$ cat src/hw/rtl/symbol_palette_pixel_decoder_macros.svh
// Assertion macros shared by the symbol palette pixel decoder RTL
`ifndef SYMBOL_PALETTE_PIXEL_DECODER_MACROS_SVH
`define SYMBOL_PALETTE_PIXEL_DECODER_MACROS_SVH

// Same-cycle implication, checked on every rising clk outside reset
`define SPPD_ASSERT_NOW(label, ante, cons, msg) \
  label: assert property (@(posedge clk) disable iff (rst) (ante) |-> (cons)) \
    else $error(msg);

// Next-cycle implication, checked on every rising clk outside reset
`define SPPD_ASSERT_NEXT(label, ante, cons, msg) \
  label: assert property (@(posedge clk) disable iff (rst) (ante) |=> (cons)) \
    else $error(msg);

`endif

$ cat src/hw/rtl/sppd_pkg.sv
// Shared types and constants of the symbol palette pixel decoder
`timescale 1ns / 1ps

package sppd_pkg;

  // Palette storage
  localparam int PAL_ENTRIES = 256;
  localparam int PAL_AW      = 8;
  localparam int CNT_W       = 9;
  localparam int MAX_CHARS   = 7;
  localparam int SYM_W       = 8 * MAX_CHARS;

  // Item kinds carried in tuser
  localparam logic MODE_LOAD   = 1'b0;
  localparam logic MODE_DECODE = 1'b1;

  // Configuration register indexes
  localparam logic [1:0] CFG_CHARS_PER_PIXEL = 2'd0;
  localparam logic [1:0] CFG_PALETTE_SIZE    = 2'd1;
  localparam logic [1:0] CFG_OUTPUT_FORMAT   = 2'd2;

  // Output format codes
  localparam logic [2:0] FMT_RGBA32 = 3'd0;
  localparam logic [2:0] FMT_INDEX8 = 3'd1;
  localparam logic [2:0] FMT_INDEX4 = 3'd2;
  localparam logic [2:0] FMT_INDEX2 = 3'd3;
  localparam logic [2:0] FMT_INDEX1 = 3'd4;

  // Result status codes
  localparam logic STATUS_OK      = 1'b0;
  localparam logic STATUS_UNKNOWN = 1'b1;

  // Sequencer states
  typedef enum logic [1:0] {
    ST_IDLE,
    ST_SEARCH,
    ST_RESULT
  } state_t;

  // Search outcome handed to the formatter
  typedef struct packed {
    logic        step;
    logic        found;
    logic        eoi;
    logic [2:0]  fmt;
    logic [7:0]  hit;
    logic [31:0] color;
  } fmt_req_t;

  // Formatter answer
  typedef struct packed {
    logic        emit;
    logic        status;
    logic [31:0] data;
  } fmt_rsp_t;

endpackage

$ cat src/hw/rtl/sppd_format.sv
// Result formatter: RGBA, index8 and packed index bytes with packing state
`timescale 1ns / 1ps

module sppd_format
  import sppd_pkg::*;
(
  input  logic     clk,
  input  logic     rst,
  input  fmt_req_t req,
  output fmt_rsp_t rsp
);

  logic [7:0] pack_byte;
  logic [7:0] pack_byte_next;
  logic [2:0] pack_position;
  logic [2:0] pack_position_next;

  logic [3:0] bits;
  logic [2:0] pos_mask;
  logic [7:0] vmask;
  logic [2:0] pos;
  logic [7:0] prod;
  logic [3:0] shift;
  logic [7:0] merged;
  logic       full;

  // Select slot geometry for the packed formats
  always_comb begin
    unique case (req.fmt)
      FMT_INDEX4: begin
        bits     = 4'd4;
        pos_mask = 3'b001;
        vmask    = 8'h0F;
      end
      FMT_INDEX2: begin
        bits     = 4'd2;
        pos_mask = 3'b011;
        vmask    = 8'h03;
      end
      default: begin
        bits     = 4'd1;
        pos_mask = 3'b111;
        vmask    = 8'h01;
      end
    endcase
  end

  // Place the index into its slot, first pixel in the high bits
  always_comb begin
    pos    = pack_position & pos_mask;
    prod   = 8'(bits * (4'({1'b0, pos}) + 4'd1));
    shift  = 4'd8 - prod[3:0];
    merged = (pack_byte & ~(vmask << shift)) | ((req.hit & vmask) << shift);
    full   = (pos == pos_mask);
  end

  // Build the result and the next packing state
  always_comb begin
    rsp                = '0;
    pack_byte_next     = pack_byte;
    pack_position_next = pack_position;
    if (!req.found) begin
      rsp.emit           = 1'b1;
      rsp.status         = STATUS_UNKNOWN;
      pack_byte_next     = '0;
      pack_position_next = '0;
    end else begin
      unique case (req.fmt)
        FMT_RGBA32: begin
          rsp.emit = 1'b1;
          rsp.data = req.color;
        end
        FMT_INDEX8: begin
          rsp.emit = 1'b1;
          rsp.data = {24'd0, req.hit};
        end
        FMT_INDEX4, FMT_INDEX2, FMT_INDEX1: begin
          if (full || req.eoi) begin
            rsp.emit           = 1'b1;
            rsp.data           = {24'd0, merged};
            pack_byte_next     = '0;
            pack_position_next = '0;
          end else begin
            pack_byte_next     = merged;
            pack_position_next = pos + 3'd1;
          end
        end
        default: begin
          rsp.emit = 1'b0;
        end
      endcase
    end
    rsp.status = rsp.status & rsp.emit;
  end

  // Commit packing state when the result is taken
  always_ff @(posedge clk) begin
    if (rst) begin
      pack_byte     <= '0;
      pack_position <= '0;
    end else if (req.step) begin
      pack_byte     <= pack_byte_next;
      pack_position <= pack_position_next;
    end
  end

endmodule

$ cat config.mk
export PLATFORM = sky130hd
export DESIGN_NAME = sppd_format
export DESIGN_NICKNAME = d
export VERILOG_FILES = /design/src/hw/rtl/symbol_palette_pixel_decoder_macros.svh /design/src/hw/rtl/sppd_pkg.sv /design/src/hw/rtl/sppd_format.sv
export SDC_FILE = /design/constraint.sdc
export NUM_CORES = 1
export LEC_CHECK = 0
export BUFFER_PORTS_ARGS = -buffer_cell sky130_fd_sc_hd__buf_2
export CAP_MARGIN = 10
export CORE_MARGIN = 4
export CORE_UTILIZATION = 40
export CTS_CLUSTER_DIAMETER = 80
export DETAILED_ROUTE_END_ITERATION = 10
export PLACE_DENSITY = 0.74
export SLEW_MARGIN = 40
export SYNTH_ARGS = -nofsm -noshare
export SYNTH_HDL_FRONTEND = slang
export SYNTH_SLANG_ARGS = --single-unit
$ cat constraint.sdc
create_clock -name clk -period 8.74 [get_ports clk]
set_clock_uncertainty 0.15 [all_clocks]
set_input_delay 0.874 -clock clk [delete_from_list [all_inputs] [get_ports clk]]
set_output_delay 0.874 -clock clk [all_outputs]
set_load 0.01 [all_outputs]
# Word-level counts from Yosys, hierarchy flattened
# Index checks and enable logic that the tools add are counted.
# word_totals
ff_bits	11
# op_classes
n_addsub	3
n_mul	1
n_eq_ne	6
n_shift	2
muxes	16
bitwise_logic	6
n_reduce_logical	5
# op_table
operator	n
case mux 32 bit (3 select lines)	1
two-way mux 32 bit	1
two-way mux 8 bit	4
AND 8 bit	2
left shift 8 x 4 -> 8 bit	2
case mux 3 bit (2 select lines)	2
two-way mux 3 bit	3
NOT 8 bit	1
bitwise OR 8 bit	1
case mux 4 bit (2 select lines)	1
equality test 3 x 2 -> 1 bit (second input constant)	2
adder 3 x 1 -> 4 bit (second input constant)	1
multiplier 4 x 4 -> 4 bit	1
subtractor 4 bit (first input constant)	1
adder 3 x 1 -> 3 bit (second input constant)	1
AND 3 bit	1
equality test 3 x 1 -> 1 bit (second input constant)	1
equality test 3 bit	1
equality test 3 bit (second input constant)	1
logical NOT 3 bit	1
two-way mux 1 bit	3
OR reduction 3 bit	1
inequality test 2 x 1 -> 1 bit (second input constant)	1
case mux 1 bit (2 select lines)	1
4 further kinds	4

# Depth between registers and ports, before layout
# Gate-level depths: netlist of run 1.
# logic_depth
depth_word	13
ltp_mapped	16
mapped_depth_nobuf	14

# Worst setup path before layout of run 1
# Ideal clock, no wire load.
# synth_path
path_type	input port to output port
startpoint	in req[40] (netlist name)
endpoint	out rsp[4] (netlist name)
t_arrival_ns	4.237
setup_slack_ns	3.479
stages	15
cell_sequence	buf_1 -> buf_2 -> o21a_1 -> ha_1 -> xor2_1 -> nand2_1 -> fa_1 -> inv_1 -> fa_1 -> xnor2_1 -> xnor2_1 -> nand3_1 -> a211o_1 -> nor2b_1 -> a21oi_1
# synth_rtl
item	line_no	source
start, declared	sppd_format.sv:9	input fmt_req_t req,
end, declared	sppd_format.sv:10	output fmt_rsp_t rsp

==> results of run 1 <==
registers in the layout, indices dropped and copies added, names as in the netlist:
| signal | cells |
|---|---|
| pack_byte | 8 |
| pack_position | 3 |
worst max path at each step:
stage / to / slack [ns] / depth (start not counted)
6_report: rsp[0] / 3.00 / 15
5_1_grt: rsp[0] / 2.76 / 16
4_1_cts: rsp[0] / 3.04 / 15
3_5_place_dp: rsp[0] / 3.06 / 15
3_3_place_gp: rsp[0] / 3.14 / 15
2_1_floorplan: rsp[4] / 3.48 / 15
power by group:
part           internal, W   total, W  switching (W)
registers        0.0000503  0.0000506    0.000000313
logic            0.0000261  0.0000658      0.0000397
clock network    0.0000177  0.0000391      0.0000214
cells in the mapped netlist (3+ instances only):
master	number
a21oi_1	23
nor2b_1	5
inv_1	7
o32ai_1	3
nand2_1	16
o21ai_0	14
nor2_1	16
ha_1	4
dfxtp_1	11
a211oi_1	5
mux2i_1	9
nand3_1	3
xnor2_1	3
a31oi_1	3
and2_1	26
a22oi_1	4
buf_2	4
a32oi_1	3
clkbuf_1	6
worst max-delay path, delay by kind of cell:
kind / cells / cell delay [ns]
AO/OA/AOI/OAI: 3 / 0.69
XOR/XNOR: 2 / 0.43
adder cells (fa/ha/maj): 3 / 1.28
buffers and inverters: 3 / 0.35
AND/OR/NAND/NOR: 4 / 1.08
metal layers:
| layer | vias up | track usage, % | wire length, µm |
|---|---|---|---|
| met5 | - | 0 | 0 |
| met3 | 8 | 4.60 | 506 |
| li1 | 893 | - | - |
| met1 | 812 | 25.9 | 1890 |
| met2 | 105 | 37.7 | 2250 |
| met4 | 0 | 6.95 | 74 |
layout make-up:
type                            instances  area, µm²  share of cell area [%]
Tap cell                               46       57.6                    3.03
Multi-Input combinational cell        175       1150                    60.7
Timing Repair Buffer                   82        413                    21.7
Inverter                                8       30.0                    1.58
Clock buffer                            4       26.3                    1.38
Sequential cell                        11        220                    11.6
through the flow:
| stage | utilization [%] | cell area [µm²] |
|---|---|---|
| 2_1_floorplan | - | 1450 |
| 3_3_place_gp | 54.8 | 1870 |
| 3_5_place_dp | 54.8 | 1870 |
| 4_1_cts | 55.6 | 1900 |
| 5_1_grt | 55.6 | 1900 |
| 6_report | 55.6 | 1900 |
cell families (layout without fill, tap and decap cells):
group,count (synthesis),count (layout),share of synthesized area (%)
xor gates and xnor gates,4,4,2.42
and+or+nand+nor,85,85,32.1
DFF,11,11,15.2
adders and majority gates,6,6,6.23
buffers and inverters,20,94,5.54
AOI/OAI and AO/OA,69,69,30.7
muxes,11,11,7.79
cells in the final DEF, fill, tap and decap left out, types with 4 or more instances in the layout:
master / netlist / routed
nor2b_1: 5 / 5
dfxtp_1: 11 / 11
a211oi_1: 5 / 5
inv_1: 7 / 7
and2_1: 26 / 26
nor2_1: 16 / 16
a21oi_1: 23 / 23
ha_1: 4 / 4
o21ai_0: 14 / 14
nand2_1: 16 / 16
mux2i_1: 9 / 9
a22oi_1: 4 / 4
buf_2: 4 / 81
==> impl_metrics.toml, run 1 <==
[status]
status = "finished, final reports clean"

[hold_path]
hold_path_class = "reg -> reg"
whs_path_depth = 2
worstHoldEndpoint = "pack_byte[1]$_SDFFE_PP0P_"
min_from = "pack_byte[1]$_SDFFE_PP0P_"

[floorplan]
die_w_um = 68.1
row_count = 21
core_region_area_um2 = 3420
io_pins = 82
die_y_um = 68.1
dieArea_um2 = 4640
initial_core_util_pct = 42.3

[clock_network]
htreeDepth = 1
cts-resized-gates = 0
numCtsBuffers = 3
cts_root_buf = "clkbuf_4"
worstSkewPairLatency_ns = 0.28
clock-sinks = 11
cts_tree = "yes"
cts_hold_buf = 0
clk_pin_slew_ns = 0.08
postCtsSetupRepairBufs = 0
cts.path.max_buffers = 2

[grt]
grt_pass1_wl_um = 7710
grt_overflow_total = 0
grt_max_degree = 25
grt_pass1_vias = 1809
grt_usage_pct = 21.5
antenna_found_initial = 0

[synthesis]
syn_nets = 260
yosys-top-cells-area = "dfxtp_1 15%, and2_1 11%, a21oi_1 8.0%"
synth-edff-count = 0
avgSynthCellArea_um2 = 7.02
ys.flop_type = "dfxtp_1"
yosys.area.top_type_share_pct = 15.2
syn_area_um2 = 1450
ys_types = 49
async_flop_share_pct = 0
synth_seq_cells = 11
yosys.area.top_type = "dfxtp_1"
ys_seq_area_share_pct = 15.2
synth_cells = 206
yosys_warnings = 0

[route]
final_antenna_net_count = 0
dr.pass1.iters = 4
initialDrtViolationCount = 135
drt_wl_total_um = 4720
wl_per_cell_um = 14.5
vias = 1818
viasPerCell = 5.58
drc = 0

[critical_path]
crit_start = "req[42]"
cp-end-kind = "output port"
crit_fanout = 17
worstPathCellList = "buf_2 > nand2b_1 > o21a_1 > ha_1 > nand3_1 > fa_1 > inv_1 > fa_1 > xnor2_1 > xnor2_1 > nand3_1 > and2_1 > o21ai_0 > a21oi_1 > buf_2"
crit_slowest_cell = "fa_1"
max_stage_delay_ns = 0.53
startpoint_type = "primary input"
r2r_setup_slack_ns = 5.08
reg2reg_from = "pack_position[0]$_SDFFE_PP0P_"
worst_ep_arrival_time_ns = 4.71
crit_required_ns = 7.72
timing.rr.end = "pack_byte[4]$_SDFFE_PP0P_"
worstSetupPathType = "in -> out"
reg2reg_depth = 12

[timing]
worst_slack_ns = 3.00
slew_violations = 0
rsz0062_at_grt = "false"
max_clock_freq_mhz = 174
period_needed_ns = 5.74
period_share_pct = 65.7
finalHoldViolCount = 0
worstMarginPinSlew_ns = 0.738
hold_slack_ns = 0.348
setup_violations = 0
slew_headroom_pct = 50.8
setup_tns_ns = 0

[final_layout]
nNetsFinal = 335
drive_gt1_share_pct = 34.6
instances_no_fill = 326
diodes = 0
area_growth_syn_to_layout_pct = 31.3
nFillCells = 360

[place]
hpwl_um = 3720
pre_cts_slack_ns = 3.06
post-place-cells = 322
io_buffers = 81
globalplace.congestion = 0.903

[power]
power.total_w = 0.000156
p_leak_nw = 0.887
p_per_area_nw_per_um2 = 81.9
max-vdd-ir-drop_uv = 39.7

[flow_run]
drv_cap = 0
Power figures use the tool's default switching activity.
==> inputs of run 2 (changes only) <==
- clock period: 8.74 -> 5.8 ns (I/O delays scaled with it)
==> impl_metrics.toml, run 2 (synthesized netlist as in run 1, its figures left out) <==
[final_layout]
largest_reg_flops = 8
layout_commonest_cell = "buf_2"
instances_no_fill = 327
nNetsFinal = 336
drive_gt1_share_pct = 34.9
regMostFlops = "pack_byte"
reg_top3 = "pack_byte (8), pack_position (3)"
diodes = 0
layout_common_cells = "81 x buf_2, 26 x and2_1, 23 x a21oi_1, 16 x nand2_1, 16 x nor2_1"
area_growth_syn_to_layout_pct = 31.8
nFillCells = 345

[timing]
slew_headroom_pct = 47.9
setup_violations = 0
period_needed_ns = 4.88
setup_tns_ns = 0
slew_violations = 0
finalHoldViolCount = 0
worstMarginPinSlew_ns = 0.782
max_clock_freq_mhz = 205
rsz0062_at_grt = "false"
period_share_pct = 84.2

[clock_network]
cts-resized-gates = 0
htreeDepth = 1
postCtsSetupRepairBufs = 0
clk_pin_slew_ns = 0.09
numCtsBuffers = 3
cts.path.max_buffers = 2
clock-sinks = 11
cts_tree = "yes"
worstSkewPairLatency_ns = 0.29
cts_root_buf = "clkbuf_4"
cts_hold_buf = 0

[floorplan]
die_y_um = 68.1
dieArea_um2 = 4640
core_region_area_um2 = 3420
initial_core_util_pct = 42.3
die_w_um = 68.1
io_pins = 82
row_count = 21

[route]
vias = 1816
drt_wl_total_um = 4770
initialDrtViolationCount = 132
dr.pass1.iters = 5
final_antenna_net_count = 0
wl_per_cell_um = 14.6
viasPerCell = 5.55
drc = 0

[hold_path]
whs_path_depth = 2
hold_path_class = "reg -> reg"

[critical_path]
worst_ep_arrival_time_ns = 4.15
startpoint_type = "primary input"
crit_fanout = 22
r2r_setup_slack_ns = 2.17
worstPathCellList = "buf_2 > o21a_1 > ha_1 > xor2_1 > nand2_1 > fa_1 > inv_1 > fa_1 > xnor2_1 > xnor2_1 > nand3_1 > nand2_2 > a32oi_1 > o32ai_1 > buf_2"
reg2reg_depth = 12
crit_required_ns = 5.07
worstSetupPathType = "in -> out"
max_stage_delay_ns = 0.49
cp-end-kind = "output port"
crit_slowest_cell = "fa_1"

[grt]
grt_overflow_total = 0
grt_pass1_vias = 1722
grt_pass1_wl_um = 7570
grt_max_degree = 25
grt_usage_pct = 21.3
antenna_found_initial = 0

[power]
pwr-share-seq_pct = 32.4
switching_share_pct = 39.4
p_sw_w = 0.0000927
p_per_area_nw_per_um2 = 123
internal_power_w = 0.000142
p_leak_nw = 0.891
clkPwrFrac_pct = 25.3
max-vdd-ir-drop_uv = 59.4
combPwrFrac_pct = 42.3

[place]
globalplace.congestion = 0.895
post-place-cells = 323
io_buffers = 81
hpwl_um = 3710

[status]
status = "finished, final reports clean"

[flow_run]
drv_cap = 0
run 2: cell types whose count changed in the layout (fill, tap and decap cells not counted):
cell / previous run / this run
buf_4: 1 / 2
run 2: power by group through the flow:
stage	Clock [W]	Combinational, W	Sequential (W)
detailed placement	0	0.0000977	0.0000780
CTS	0.0000605	0.0000982	0.0000762
finish	0.0000595	0.0000994	0.0000762
floorplan	0	0.0000633	0.0000778
global route	0.0000638	0.000111	0.0000763
global placement	0	0.0000974	0.0000780
run 2: layout make-up:
type                            count  area [µm²]  area share, %
Inverter                            8        30.0           1.57
Tap cell                           46        57.6           3.02
Sequential cell                    11         220           11.5
Clock buffer                        4        26.3           1.38
Timing Repair Buffer               83         420           22.0
Multi-Input combinational cell    175        1150           60.4
run 2: path summary, 6_finish.rpt:
check	startpoint	endpoint
worst max-delay path	req[40]	rsp[1]
worst min-delay path	pack_byte[1]$_SDFFE_PP0P_	pack_byte[1]$_SDFFE_PP0P_
worst max register to register	pack_position[0]$_SDFFE_PP0P_	pack_byte[7]$_SDFFE_PP0P_
worst min register to register	pack_byte[1]$_SDFFE_PP0P_	pack_byte[1]$_SDFFE_PP0P_
run 2: critical path, delay by kind of cell:
family	cells	cell delay [ns]
fa+ha+maj	3	1.14
simple gates	3	0.59
compound gates	3	0.58
buf+inv	3	0.68
xor+xnor	3	0.58
run 2: layer usage:
| metal | GRT usage (%) | share of wire (%) | wire length [µm] | up-vias |
|---|---|---|---|---|
| li1 | - | - | - | 892 |
| met1 | 25.2 | 42 | 1990 | 797 |
| met2 | 36.8 | 46 | 2210 | 116 |
| met3 | 4.93 | 9.3 | 444 | 11 |
| met4 | 8.44 | 2.5 | 119 | 0 |
| met5 | 0 | 0 | 0 | - |
run 2: stage by stage:
stage	instance area, µm²	utilization, %	hold slack (ns)	total power (W)	setup slack (ns)
4_1_cts	1910	55.8	0.339	0.000235	0.947
5_1_grt	1910	55.8	0.363	0.000251	0.624
6_report	1910	55.8	0.342	0.000235	0.916
3_3_place_gp	1880	55.1	0.326	0.000175	1.05
2_1_floorplan	1450	-	0.310	0.000141	1.13
3_5_place_dp	1880	55.1	0.324	0.000176	0.966
